<file path="config.mk">
export PLATFORM = sky130hd
export DESIGN_NAME = lottery_process_scheduler_core
export DESIGN_NICKNAME = d
export VERILOG_FILES = /design/src/lsp_pkg.sv /design/src/lsp_div.sv /design/src/lsp_dp.sv /design/src/lsp_ctrl.sv /design/src/lottery_process_scheduler_core.sv
export SDC_FILE = /design/constraint.sdc
export NUM_CORES = 2
export LEC_CHECK = 0
export ABC_AREA = 1
export ABC_CLOCK_PERIOD_IN_PS = 7100
export BUFFER_PORTS_ARGS = -buffer_cell sky130_fd_sc_hd__buf_2
export CORE_MARGIN = 2
export CORE_UTILIZATION = 45
export CTS_BUF_LIST = sky130_fd_sc_hd__clkbuf_16
export DETAILED_ROUTE_END_ITERATION = 7
export PLACE_DENSITY = 0.71
export RECOVER_POWER = 25
export SLEW_MARGIN = 20
export SYNTH_ARGS = -nofsm -noshare
export SYNTH_HDL_FRONTEND = slang
export SYNTH_SLANG_ARGS = --single-unit
</file>
<file path="constraint.sdc">
create_clock -name clk -period 7.1 [get_ports clk]
set_input_delay 0.71 -clock clk [delete_from_list [all_inputs] [get_ports clk]]
set_output_delay 0.71 -clock clk [all_outputs]
set_load 0.05 [all_outputs]
</file>
<file path="src/lsp_pkg.sv">
`timescale 1ns / 1ps
`default_nettype none

package lsp_pkg;

    localparam int DEF_NUM_SLOTS = 64;
    localparam logic [31:0] SEED_RESET = 32'd1;
    localparam logic [31:0] LCG_MUL = 32'd1103515245;
    localparam logic [31:0] LCG_INC = 32'd12345;
    localparam int DIV_STEPS = 32;

    localparam logic [7:0] CREATE_PRIO = 8'd10;
    localparam logic [7:0] TK_FIXED = 8'd10;
    localparam logic [7:0] TK_BOOST = 8'd20;
    localparam logic [7:0] WAKE_BONUS = 8'd10;
    localparam logic [7:0] WAKE_LIMIT = 8'd90;

    localparam int CFG_ADDR_W = 3;
    localparam logic REG_SEED_IDX = 1'b0;

    // commands
    localparam logic [2:0] CMD_PICK = 3'd0;
    localparam logic [2:0] CMD_CREATE = 3'd1;
    localparam logic [2:0] CMD_SLEEP = 3'd2;
    localparam logic [2:0] CMD_WAKE = 3'd3;
    localparam logic [2:0] CMD_YIELD = 3'd4;
    localparam logic [2:0] CMD_SET_PRIO = 3'd5;
    localparam logic [2:0] CMD_RELEASE = 3'd6;
    localparam logic [2:0] CMD_POLICY = 3'd7;

    // ticket policies
    localparam logic [1:0] POL_FIXED = 2'd1;
    localparam logic [1:0] POL_PRIO = 2'd2;
    localparam logic [1:0] POL_BOOST = 2'd3;

    typedef enum logic [1:0] {
        ST_FREE = 2'd0,
        ST_SLEEPING = 2'd1,
        ST_RUNNABLE = 2'd2,
        ST_RUNNING = 2'd3
    } slot_state_t;

    typedef struct packed {
        slot_state_t status;
        logic [7:0]  tickets;
        logic [7:0]  prio;
    } slot_entry_t;

    typedef struct packed {
        logic [2:0] cmd;
        logic [5:0] slot;
        logic [7:0] value;
    } sched_in_t;

    typedef struct packed {
        logic        found;
        logic [5:0]  chosen_slot;
        logic [13:0] ticket_total;
        logic [13:0] drawn_ticket;
    } sched_out_t;

    typedef enum logic [3:0] {
        S_IDLE,
        S_DECODE,
        S_SLOT_RD,
        S_SLOT_WR,
        S_SUM,
        S_LCG,
        S_DIV1_GO,
        S_DIV1_WAIT,
        S_DIV2_GO,
        S_DIV2_WAIT,
        S_WALK,
        S_WIN_WR,
        S_POLICY,
        S_DONE
    } ctrl_state_t;

    typedef struct packed {
        logic load;
        logic clr;
        logic sum_run;
        logic walk_run;
        logic pol_run;
        logic lcg_step;
        logic div_start;
        logic div_sel;
        logic cap_quot;
        logic cap_rem;
        logic slot_rd;
        logic slot_wr;
        logic win_wr;
    } dp_cmd_t;

    typedef struct packed {
        logic [2:0] cmd_code;
        logic       slot_ok;
        logic       pol_ok;
        logic       sweep_done;
        logic       walk_done;
        logic       div_done;
    } dp_status_t;

    function automatic logic [7:0] pol_tickets(input logic [1:0] pol,
                                               input logic [7:0] prio,
                                               input logic [7:0] tk);
        case (pol)
            POL_FIXED: return TK_FIXED;
            POL_PRIO:  return prio;
            POL_BOOST: return TK_BOOST;
            default:   return tk;
        endcase
    endfunction

endpackage

`default_nettype wire

</file>
<file path="src/lsp_div.sv">
`timescale 1ns / 1ps
`default_nettype none

// restoring divider, one quotient bit per cycle
module lsp_div
    import lsp_pkg::*;
#(
    parameter int DVS_W = 14
) (
    input  wire logic             clk,
    input  wire logic             rst_n,
    input  wire logic             start,
    input  wire logic [31:0]      dividend,
    input  wire logic [DVS_W-1:0] divisor,
    output logic                  done,
    output logic [31:0]           quot,
    output logic [DVS_W-1:0]      rem
);

    localparam int CNT_W = $clog2(DIV_STEPS + 1);

    logic [CNT_W-1:0] count_reg, count_next;
    logic             run_reg, run_next;
    logic             done_reg, done_next;
    logic [31:0]      dvd_reg, dvd_next;
    logic [DVS_W-1:0] rem_reg, rem_next;
    logic [DVS_W:0]   trial;
    logic             qbit;

    assign trial = {rem_reg, dvd_reg[31]};
    assign qbit = (trial >= {1'b0, divisor});

    always_comb
    begin
        count_next = count_reg;
        run_next = run_reg;
        done_next = 1'b0;
        dvd_next = dvd_reg;
        rem_next = rem_reg;
        if (start)
        begin
            count_next = CNT_W'(DIV_STEPS);
            run_next = 1'b1;
            dvd_next = dividend;
            rem_next = '0;
        end
        else if (run_reg)
        begin
            dvd_next = {dvd_reg[30:0], qbit};
            rem_next = qbit ? DVS_W'(trial - {1'b0, divisor}) : DVS_W'(trial);
            count_next = count_reg - CNT_W'(1);
            if (count_reg == CNT_W'(1))
            begin
                run_next = 1'b0;
                done_next = 1'b1;
            end
        end
    end

    always_ff @(posedge clk or negedge rst_n)
    begin
        if (!rst_n)
        begin
            count_reg <= '0;
            run_reg <= 1'b0;
            done_reg <= 1'b0;
        end
        else
        begin
            count_reg <= count_next;
            run_reg <= run_next;
            done_reg <= done_next;
        end
    end

    always_ff @(posedge clk)
    begin
        dvd_reg <= dvd_next;
        rem_reg <= rem_next;
    end

    assign done = done_reg;
    assign quot = dvd_reg;
    assign rem = rem_reg;

endmodule

`default_nettype wire

</file>
<file path="src/lsp_dp.sv">
`timescale 1ns / 1ps
`default_nettype none

module lsp_dp
    import lsp_pkg::*;
#(
    parameter int NUM_SLOTS = DEF_NUM_SLOTS
) (
    input  wire logic       clk,
    input  wire logic       rst_n,
    input  wire dp_cmd_t    cmd,
    output dp_status_t      status,
    input  wire sched_in_t  item,
    input  wire logic       seed_wr,
    input  wire logic [31:0] seed_val,
    output sched_out_t      result
);

    localparam int IW = $clog2(NUM_SLOTS);
    localparam int CW = $clog2(NUM_SLOTS + 1);
    localparam int SUM_W = $clog2(NUM_SLOTS * 255 + 2);

    // slot table, one write and one read port, registered read
    slot_entry_t mem [NUM_SLOTS];
    logic [NUM_SLOTS-1:0] valid_reg;

    sched_in_t   in_reg;
    logic [1:0]  policy_reg;
    logic [CW-1:0] idx_reg, idx_next;
    logic        pend_reg;
    logic [IW-1:0] pend_addr_reg;
    slot_entry_t rd_data_reg;
    logic        rd_valid_reg;
    slot_entry_t entry;

    logic        rd_en;
    logic [IW-1:0] rd_addr;
    logic        wr_en;
    logic [IW-1:0] wr_addr;
    slot_entry_t wr_data;
    slot_entry_t slot_upd;

    logic [SUM_W-1:0] acc_reg, acc_next;
    logic [SUM_W-1:0] divisor;
    logic [SUM_W-1:0] t_reg, t_next;
    logic [SUM_W-1:0] draw_reg, draw_next;
    logic [31:0]      lcg_reg, lcg_next;
    logic [31:0]      q_reg;
    logic             found_reg, found_next;
    logic [IW-1:0]    win_addr_reg;
    slot_entry_t      win_entry_reg;

    logic        issue;
    logic [IW-1:0] slot_addr;
    logic        runnable;
    logic [31:0] div_dividend;
    logic        div_done;
    logic [31:0] div_quot;
    logic [SUM_W-1:0] div_rem;

    assign slot_addr = IW'(in_reg.slot);
    assign entry = rd_valid_reg ? rd_data_reg : '0;
    assign runnable = (entry.status == ST_RUNNABLE);

    assign issue = (cmd.sum_run | cmd.pol_run | (cmd.walk_run & ~found_reg))
                   & (idx_reg < CW'(NUM_SLOTS));
    assign rd_en = issue | cmd.slot_rd;
    assign rd_addr = cmd.slot_rd ? slot_addr : IW'(idx_reg);

    // single slot update
    always_comb
    begin
        slot_upd = entry;
        case (in_reg.cmd)
            CMD_CREATE:
            begin
                if (entry.status == ST_FREE)
                begin
                    slot_upd.prio = CREATE_PRIO;
                    slot_upd.tickets = pol_tickets(policy_reg, CREATE_PRIO, entry.tickets);
                    slot_upd.status = ST_RUNNABLE;
                end
            end
            CMD_SLEEP:
            begin
                if (entry.status == ST_RUNNABLE || entry.status == ST_RUNNING)
                    slot_upd.status = ST_SLEEPING;
            end
            CMD_WAKE:
            begin
                if (entry.status == ST_SLEEPING)
                begin
                    slot_upd.status = ST_RUNNABLE;
                    if (policy_reg == POL_BOOST && entry.tickets < WAKE_LIMIT)
                        slot_upd.tickets = entry.tickets + WAKE_BONUS;
                end
            end
            CMD_YIELD:
            begin
                if (entry.status == ST_RUNNING)
                begin
                    slot_upd.status = ST_RUNNABLE;
                    if (policy_reg == POL_BOOST && entry.tickets > 8'd1)
                        slot_upd.tickets = entry.tickets - 8'd1;
                end
            end
            CMD_SET_PRIO:
            begin
                if (entry.status != ST_FREE)
                begin
                    slot_upd.prio = in_reg.value;
                    slot_upd.tickets = in_reg.value;
                end
            end
            CMD_RELEASE:
            begin
                slot_upd.status = ST_FREE;
                slot_upd.tickets = '0;
            end
            default:
            begin
                slot_upd = entry;
            end
        endcase
    end

    // write port select
    always_comb
    begin
        wr_en = 1'b0;
        wr_addr = slot_addr;
        wr_data = slot_upd;
        if (cmd.slot_wr)
        begin
            wr_en = 1'b1;
        end
        else if (cmd.pol_run && pend_reg)
        begin
            wr_en = 1'b1;
            wr_addr = pend_addr_reg;
            wr_data = entry;
            wr_data.tickets = pol_tickets(in_reg.value[1:0], entry.prio, entry.tickets);
        end
        else if (cmd.win_wr && found_reg)
        begin
            wr_en = 1'b1;
            wr_addr = win_addr_reg;
            wr_data = win_entry_reg;
            wr_data.status = ST_RUNNING;
        end
    end

    always_ff @(posedge clk)
    begin
        if (rd_en)
            rd_data_reg <= mem[rd_addr];
        if (wr_en)
            mem[wr_addr] <= wr_data;
    end

    // sweep, sum, walk
    always_comb
    begin
        idx_next = idx_reg;
        acc_next = acc_reg;
        t_next = t_reg;
        draw_next = draw_reg;
        found_next = found_reg;
        if (cmd.load || cmd.clr)
            idx_next = '0;
        else if (issue)
            idx_next = idx_reg + CW'(1);
        if (cmd.load)
        begin
            acc_next = '0;
            draw_next = '0;
            found_next = 1'b0;
        end
        else
        begin
            if (cmd.sum_run && pend_reg && runnable)
                acc_next = acc_reg + SUM_W'(entry.tickets);
            if (cmd.cap_rem && div_done)
            begin
                t_next = div_rem;
                draw_next = div_rem;
            end
            if (cmd.walk_run && pend_reg && !found_reg && runnable)
            begin
                if (t_reg >= SUM_W'(entry.tickets))
                    t_next = t_reg - SUM_W'(entry.tickets);
                else
                    found_next = 1'b1;
            end
        end
    end

    assign lcg_next = lcg_reg * LCG_MUL + LCG_INC;

    always_ff @(posedge clk or negedge rst_n)
    begin
        if (!rst_n)
        begin
            valid_reg <= '0;
            rd_valid_reg <= 1'b0;
            idx_reg <= '0;
            pend_reg <= 1'b0;
            acc_reg <= '0;
            draw_reg <= '0;
            found_reg <= 1'b0;
            lcg_reg <= SEED_RESET;
            policy_reg <= POL_FIXED;
        end
        else
        begin
            if (wr_en)
                valid_reg[wr_addr] <= 1'b1;
            if (rd_en)
                rd_valid_reg <= valid_reg[rd_addr];
            idx_reg <= idx_next;
            pend_reg <= issue & ~cmd.load & ~cmd.clr;
            acc_reg <= acc_next;
            draw_reg <= draw_next;
            found_reg <= found_next;
            if (seed_wr)
                lcg_reg <= seed_val;
            else if (cmd.lcg_step)
                lcg_reg <= lcg_next;
            if (cmd.pol_run)
                policy_reg <= in_reg.value[1:0];
        end
    end

    always_ff @(posedge clk)
    begin
        if (cmd.load)
            in_reg <= item;
        if (issue)
            pend_addr_reg <= IW'(idx_reg);
        t_reg <= t_next;
        if (cmd.cap_quot && div_done)
            q_reg <= div_quot;
        if (cmd.walk_run && pend_reg && !found_reg && runnable && !(t_reg >= SUM_W'(entry.tickets)))
        begin
            win_addr_reg <= pend_addr_reg;
            win_entry_reg <= entry;
        end
    end

    // draw = ((x >> 1) / (sum + 1)) % (sum + 1)
    assign divisor = acc_reg + SUM_W'(1);
    assign div_dividend = cmd.div_sel ? q_reg : {1'b0, lcg_reg[31:1]};

    lsp_div #(
        .DVS_W(SUM_W)
    ) u_div (
        .clk     (clk),
        .rst_n   (rst_n),
        .start   (cmd.div_start),
        .dividend(div_dividend),
        .divisor (divisor),
        .done    (div_done),
        .quot    (div_quot),
        .rem     (div_rem)
    );

    assign status.cmd_code = in_reg.cmd;
    assign status.slot_ok = (9'(in_reg.slot) < 9'(NUM_SLOTS));
    assign status.pol_ok = (in_reg.value == 8'(POL_FIXED)) || (in_reg.value == 8'(POL_PRIO))
                           || (in_reg.value == 8'(POL_BOOST));
    assign status.sweep_done = (idx_reg == CW'(NUM_SLOTS)) && !pend_reg;
    assign status.walk_done = found_reg || ((idx_reg == CW'(NUM_SLOTS)) && !pend_reg);
    assign status.div_done = div_done;

    assign result.found = found_reg;
    assign result.chosen_slot = found_reg ? 6'(win_addr_reg) : '0;
    assign result.ticket_total = 14'(acc_reg);
    assign result.drawn_ticket = 14'(draw_reg);

endmodule

`default_nettype wire

</file>
<file path="src/lsp_ctrl.sv">
`timescale 1ns / 1ps
`default_nettype none

module lsp_ctrl
    import lsp_pkg::*;
(
    input  wire logic       clk,
    input  wire logic       rst_n,
    input  wire logic       start,
    input  wire dp_status_t status,
    output dp_cmd_t         cmd,
    output logic            busy,
    output logic            done
);

    ctrl_state_t state_reg, state_next;

    always_comb
    begin
        state_next = state_reg;
        case (state_reg)
            S_IDLE:
                if (start)
                    state_next = S_DECODE;
            S_DECODE:
            begin
                case (status.cmd_code)
                    CMD_PICK:   state_next = S_SUM;
                    CMD_POLICY: state_next = status.pol_ok ? S_POLICY : S_DONE;
                    default:    state_next = status.slot_ok ? S_SLOT_RD : S_DONE;
                endcase
            end
            S_SLOT_RD:   state_next = S_SLOT_WR;
            S_SLOT_WR:   state_next = S_DONE;
            S_SUM:
                if (status.sweep_done)
                    state_next = S_LCG;
            S_LCG:       state_next = S_DIV1_GO;
            S_DIV1_GO:   state_next = S_DIV1_WAIT;
            S_DIV1_WAIT:
                if (status.div_done)
                    state_next = S_DIV2_GO;
            S_DIV2_GO:   state_next = S_DIV2_WAIT;
            S_DIV2_WAIT:
                if (status.div_done)
                    state_next = S_WALK;
            S_WALK:
                if (status.walk_done)
                    state_next = S_WIN_WR;
            S_WIN_WR:    state_next = S_DONE;
            S_POLICY:
                if (status.sweep_done)
                    state_next = S_DONE;
            S_DONE:      state_next = S_IDLE;
            default:     state_next = S_IDLE;
        endcase
    end

    always_comb
    begin
        cmd = '0;
        case (state_reg)
            S_IDLE:      cmd.load = start;
            S_SLOT_RD:   cmd.slot_rd = 1'b1;
            S_SLOT_WR:   cmd.slot_wr = 1'b1;
            S_SUM:       cmd.sum_run = 1'b1;
            S_LCG:       cmd.lcg_step = 1'b1;
            S_DIV1_GO:   cmd.div_start = 1'b1;
            S_DIV1_WAIT: cmd.cap_quot = 1'b1;
            S_DIV2_GO:
            begin
                cmd.div_start = 1'b1;
                cmd.div_sel = 1'b1;
                cmd.clr = 1'b1;
            end
            S_DIV2_WAIT: cmd.cap_rem = 1'b1;
            S_WALK:      cmd.walk_run = 1'b1;
            S_WIN_WR:    cmd.win_wr = 1'b1;
            S_POLICY:    cmd.pol_run = 1'b1;
            default:     cmd = '0;
        endcase
    end

    always_ff @(posedge clk or negedge rst_n)
    begin
        if (!rst_n)
            state_reg <= S_IDLE;
        else
            state_reg <= state_next;
    end

    assign busy = (state_reg != S_IDLE);
    assign done = (state_reg == S_DONE);

endmodule

`default_nettype wire

</file>
<file path="src/lottery_process_scheduler_core.sv">
`timescale 1ns / 1ps
`default_nettype none

// channel   | ports                                   | transfer
// ----------+-----------------------------------------+----------------------------------
// command   | start, busy, item                       | start high while busy is low
// result    | done, result                            | one cycle, when done is high
// config    | psel, penable, pwrite, paddr, pwdata,   | write on access cycle, pready
//           | prdata, pready                          | always high
//
// every command gives one result; done pulses for one cycle and busy drops the next cycle
// a slot command reads and then writes its slot (a slot beyond the table is skipped), a
// policy change sweeps the one-read-port slot table one slot per cycle (a bad policy is
// skipped), and a pick makes two table sweeps, summing and then walking to the winner,
// with two passes of the bit-serial divider between them
// reset clears all slots to free through per-slot valid bits, no clearing pass
// the result side cannot stall, so nothing waits on the receiver
module lottery_process_scheduler_core
    import lsp_pkg::*;
#(
    parameter int NUM_SLOTS = DEF_NUM_SLOTS
) (
    input  wire logic                  clk,
    input  wire logic                  rst_n,
    // command channel
    input  wire logic                  start,
    output logic                       busy,
    input  wire sched_in_t             item,
    // result channel
    output logic                       done,
    output sched_out_t                 result,
    // configuration port
    input  wire logic                  psel,
    input  wire logic                  penable,
    input  wire logic                  pwrite,
    input  wire logic [CFG_ADDR_W-1:0] paddr,
    input  wire logic [31:0]           pwdata,
    output logic [31:0]                prdata,
    output logic                       pready
);

    dp_cmd_t    dp_cmd;
    dp_status_t dp_status;
    logic [31:0] seed_reg;
    logic        seed_wr;

    // seed register, a write also reloads the generator
    assign pready = 1'b1;
    assign seed_wr = psel & penable & pwrite & (paddr[2] == REG_SEED_IDX);
    assign prdata = (paddr[2] == REG_SEED_IDX) ? seed_reg : '0;

    always_ff @(posedge clk or negedge rst_n)
    begin
        if (!rst_n)
            seed_reg <= SEED_RESET;
        else if (seed_wr)
            seed_reg <= pwdata;
    end

    // sequencer
    lsp_ctrl u_ctrl (
        .clk   (clk),
        .rst_n (rst_n),
        .start (start),
        .status(dp_status),
        .cmd   (dp_cmd),
        .busy  (busy),
        .done  (done)
    );

    // slot table, generator, divider and result registers
    lsp_dp #(
        .NUM_SLOTS(NUM_SLOTS)
    ) u_dp (
        .clk     (clk),
        .rst_n   (rst_n),
        .cmd     (dp_cmd),
        .status  (dp_status),
        .item    (item),
        .seed_wr (seed_wr),
        .seed_val(pwdata),
        .result  (result)
    );

endmodule

`default_nettype wire

</file>
==> run_results.csv <==
group,metric,value,unit
floorplanning,die_w,406,um
global_route,grt_usage,0.232,
yosys,synth_edf_count,1293,
cells_and_area,largest_reg_flops,1152,
setup_path,path_class,"reg2reg",
hold_path,min_path_type,"in2reg",
yosys,syn-cell-area,72900,um^2
cells_and_area,synthToLayoutAreaGrowth,10.8,%
yosys,ys_async_sr_fraction,0.121,
yosys,syn_inst,6581,
cells_and_area,finalNetCount,7158,
sta,timing.max_slew.rel_slack,-1.18,
route,via_per_inst,5.64,
flow_run,cap_violations,10,
route,avgRoutedWirePerCell,21.7,um
placed_design,gp_congestion,0.974,
route,dr.pass1.iters,8,
floorplanning,floorplan.initialDensity,0.453,
clocking,ctsResizeCount,0,
sta,slew_violations,498,
route,finalWirelength,194000,um
sta,fin_crit_sh,0.952,
floorplanning,pin_count,128,
setup_path,path_max_fanout,8,
clocking,cts_inserted_buffers,152,
yosys,avgSynthCellArea,11.1,um^2
global_route,grt_pass1_vias,48326,
placed_design,portBuffers,124,
floorplanning,die_h,406,um
global_route,grt_start_max_net_pins,142,
sta,grt_setup_unrepaired,"false",
setup_path,worst_setup_path_end_kind,"register",
outcome,violations,"capacitance limit, slew limit",
clocking,clock_path_buffers,3,
setup_path,required,7.75,ns
route,drc,0,
route,via_count,50364,
clocking,cts_sinks,1487,
route,ant_nets,0,
yosys,synth_seq_area_share,0.598,
yosys,yosys_warnings,0,
route,drt_iter0_drc,5739,
sta,fin_setup_tns,0,ns
setup_path,critPathLaunchType,"register",
floorplanning,core-area,161000,um^2
clocking,cts_tree,"built",
placed_design,post-dp-hpwl,121000,um
cells_and_area,layout_common_cells,"edfxtp_1 (1293), inv_1 (935), nand2_1 (756)",
cells_and_area,final_layout_size_suffix_gt1_frac,0.0748,
sta,fin_crit,6.76,ns
sta,worstMarginPinSlew,3.27,ns
clocking,cts-root-buf,"clkbuf_16",
clocking,clk_latency,0.82,ns
cells_and_area,final_common_cell,"edfxtp_1",
sta,finalSetupViolations,0,
yosys,syn_nets,7077,
yosys,ys_ff_latch,1487,
setup_path,arrival,7.40,ns
cells_and_area,fill_cells,13875,
global_route,grt_pass1_wl,292000,um
outcome,status,"finished with violations",
sta,hold_viol_final,0,
global_route,antenna_found_initial,3,
clocking,ctsHtreeMaxLevel,4,
clocking,clk_pin_slew_worst_paths,0.06,ns
floorplanning,num_rows,147,
setup_path,rrSetupSlack,0.34,ns
global_route,overflow,0,
yosys,synth_ff_type,"edfxtp_1",
floorplanning,die_area,165000,um^2
yosys,synth_cell_types,68,
sta,max_freq,148,MHz
sta,finClkSkew,0.0554,ns
stage by stage:
step	setup slack, ns	std cells	util	area (um^2)	hold WS [ns]
2_1_floorplan	1.12	6581	-	72900	0.414
3_3_place_gp	0.507	8667	0.473	76100	0.430
3_5_place_dp	0.483	8667	0.474	76100	0.435
4_1_cts	0.459	8936	0.503	80900	0.0341
5_1_grt	0.0862	8936	0.502	80800	0.0531
6_report	0.343	8937	0.502	80800	0.0858
synth_stat cells, types with 34 or more instances:
cell | count | share of area
nand3_1 | 230 | 0.016
ha_1 | 248 | 0.043
o21ai_0 | 736 | 0.051
xor2_1 | 34 | 0.0041
clkbuf_1 | 164 | 0.0084
o211ai_1 | 493 | 0.051
or2_2 | 51 | 0.0044
inv_1 | 894 | 0.046
nor2_1 | 606 | 0.031
a21oi_1 | 136 | 0.0093
fa_1 | 190 | 0.052
dfrtp_1 | 177 | 0.061
buf_2 | 125 | 0.0086
o21ai_1 | 97 | 0.0067
o22ai_1 | 50 | 0.0043
edfxtp_1 | 1293 | 0.53
nand2_1 | 759 | 0.039
layer usage:
metal  share of wire  up-vias  global-route usage
met5         0.00018        -                   0
met4           0.041        4              0.0942
met3           0.084      386              0.0400
met2            0.46     2259               0.365
met1            0.41    24674               0.321
li1                -    23041                   -
critical path, stage by stage, from the launching register on:
cell	delay (ns)
dfrtp_1	0.69
ha_1	0.36
xor2_1	0.46
ha_1	0.24
nor2_1	0.07
fa_1	0.49
fa_1	0.49
inv_1	0.05
fa_1	0.45
ha_1	0.29
fa_1	0.48
inv_1	0.05
fa_1	0.48
inv_1	0.04
ha_1	0.32
a21oi_1	0.35
o21ai_0	0.20
a21oi_1	0.26
nand3_1	0.21
a21o_1	0.21
or2_2	0.27
nand3_1	0.07
a21oi_1	0.09
area by class of cell:
type                    count  area (um^2)  area share
flip-flops and latches   1487        43600       0.540
multi-input cells        3855        24600       0.305
diodes                      1         2.50   0.0000310
clock buffers             153         3830      0.0474
repair buffers            259         1620      0.0201
clock inverters           115          952      0.0118
well taps                2160         2700      0.0335
inverters                 907         3420      0.0423
logic make-up after synthesis:
group / Yosys count / synth area share
multiplexers: 1 / 0.000154
other: 1 / 0.0000514
flip-flops: 1487 / 0.598
XOR/XNOR: 57 / 0.00685
buffers and inverters: 1239 / 0.0683
AO/OA/AOI/OAI: 1607 / 0.132
AND/OR/NAND/NOR: 1751 / 0.0997
adder cells (fa/ha/maj): 438 / 0.0947
repair_timing:
action	4_1_cts	5_1_grt
hold buffers	1	0
endpoints found under the hold margin	38	0
setup buffers	0	0
worst paths after layout:
kind / cells after the start / startpoint / to
worst max-delay path: 22 / u_dp.lcg_reg[4]$_DFFE_PN0P_ / u_dp.lcg_reg[27]$_DFFE_PN0P_
worst min-delay path: 1 / item[10] / u_dp.slot_addr[2]$_DFFE_PP_
worst max register to register: 22 / u_dp.lcg_reg[4]$_DFFE_PN0P_ / u_dp.lcg_reg[27]$_DFFE_PN0P_
worst min register to register: 0 / u_dp.u_div.quot[6]$_DFFE_PP_ / u_dp.q_reg[6]$_DFFE_PP_
max in group asynchronous: 3 / rst_n / u_dp.valid_reg[48]$_DFFE_PN0N_
min in group asynchronous: 2 / rst_n / u_dp.lcg_reg[16]$_DFFE_PN0P_
Power is left out: the tool's default activity adds up to more than one toggle a clock period on the data nets, which glitch-free logic cannot reach.
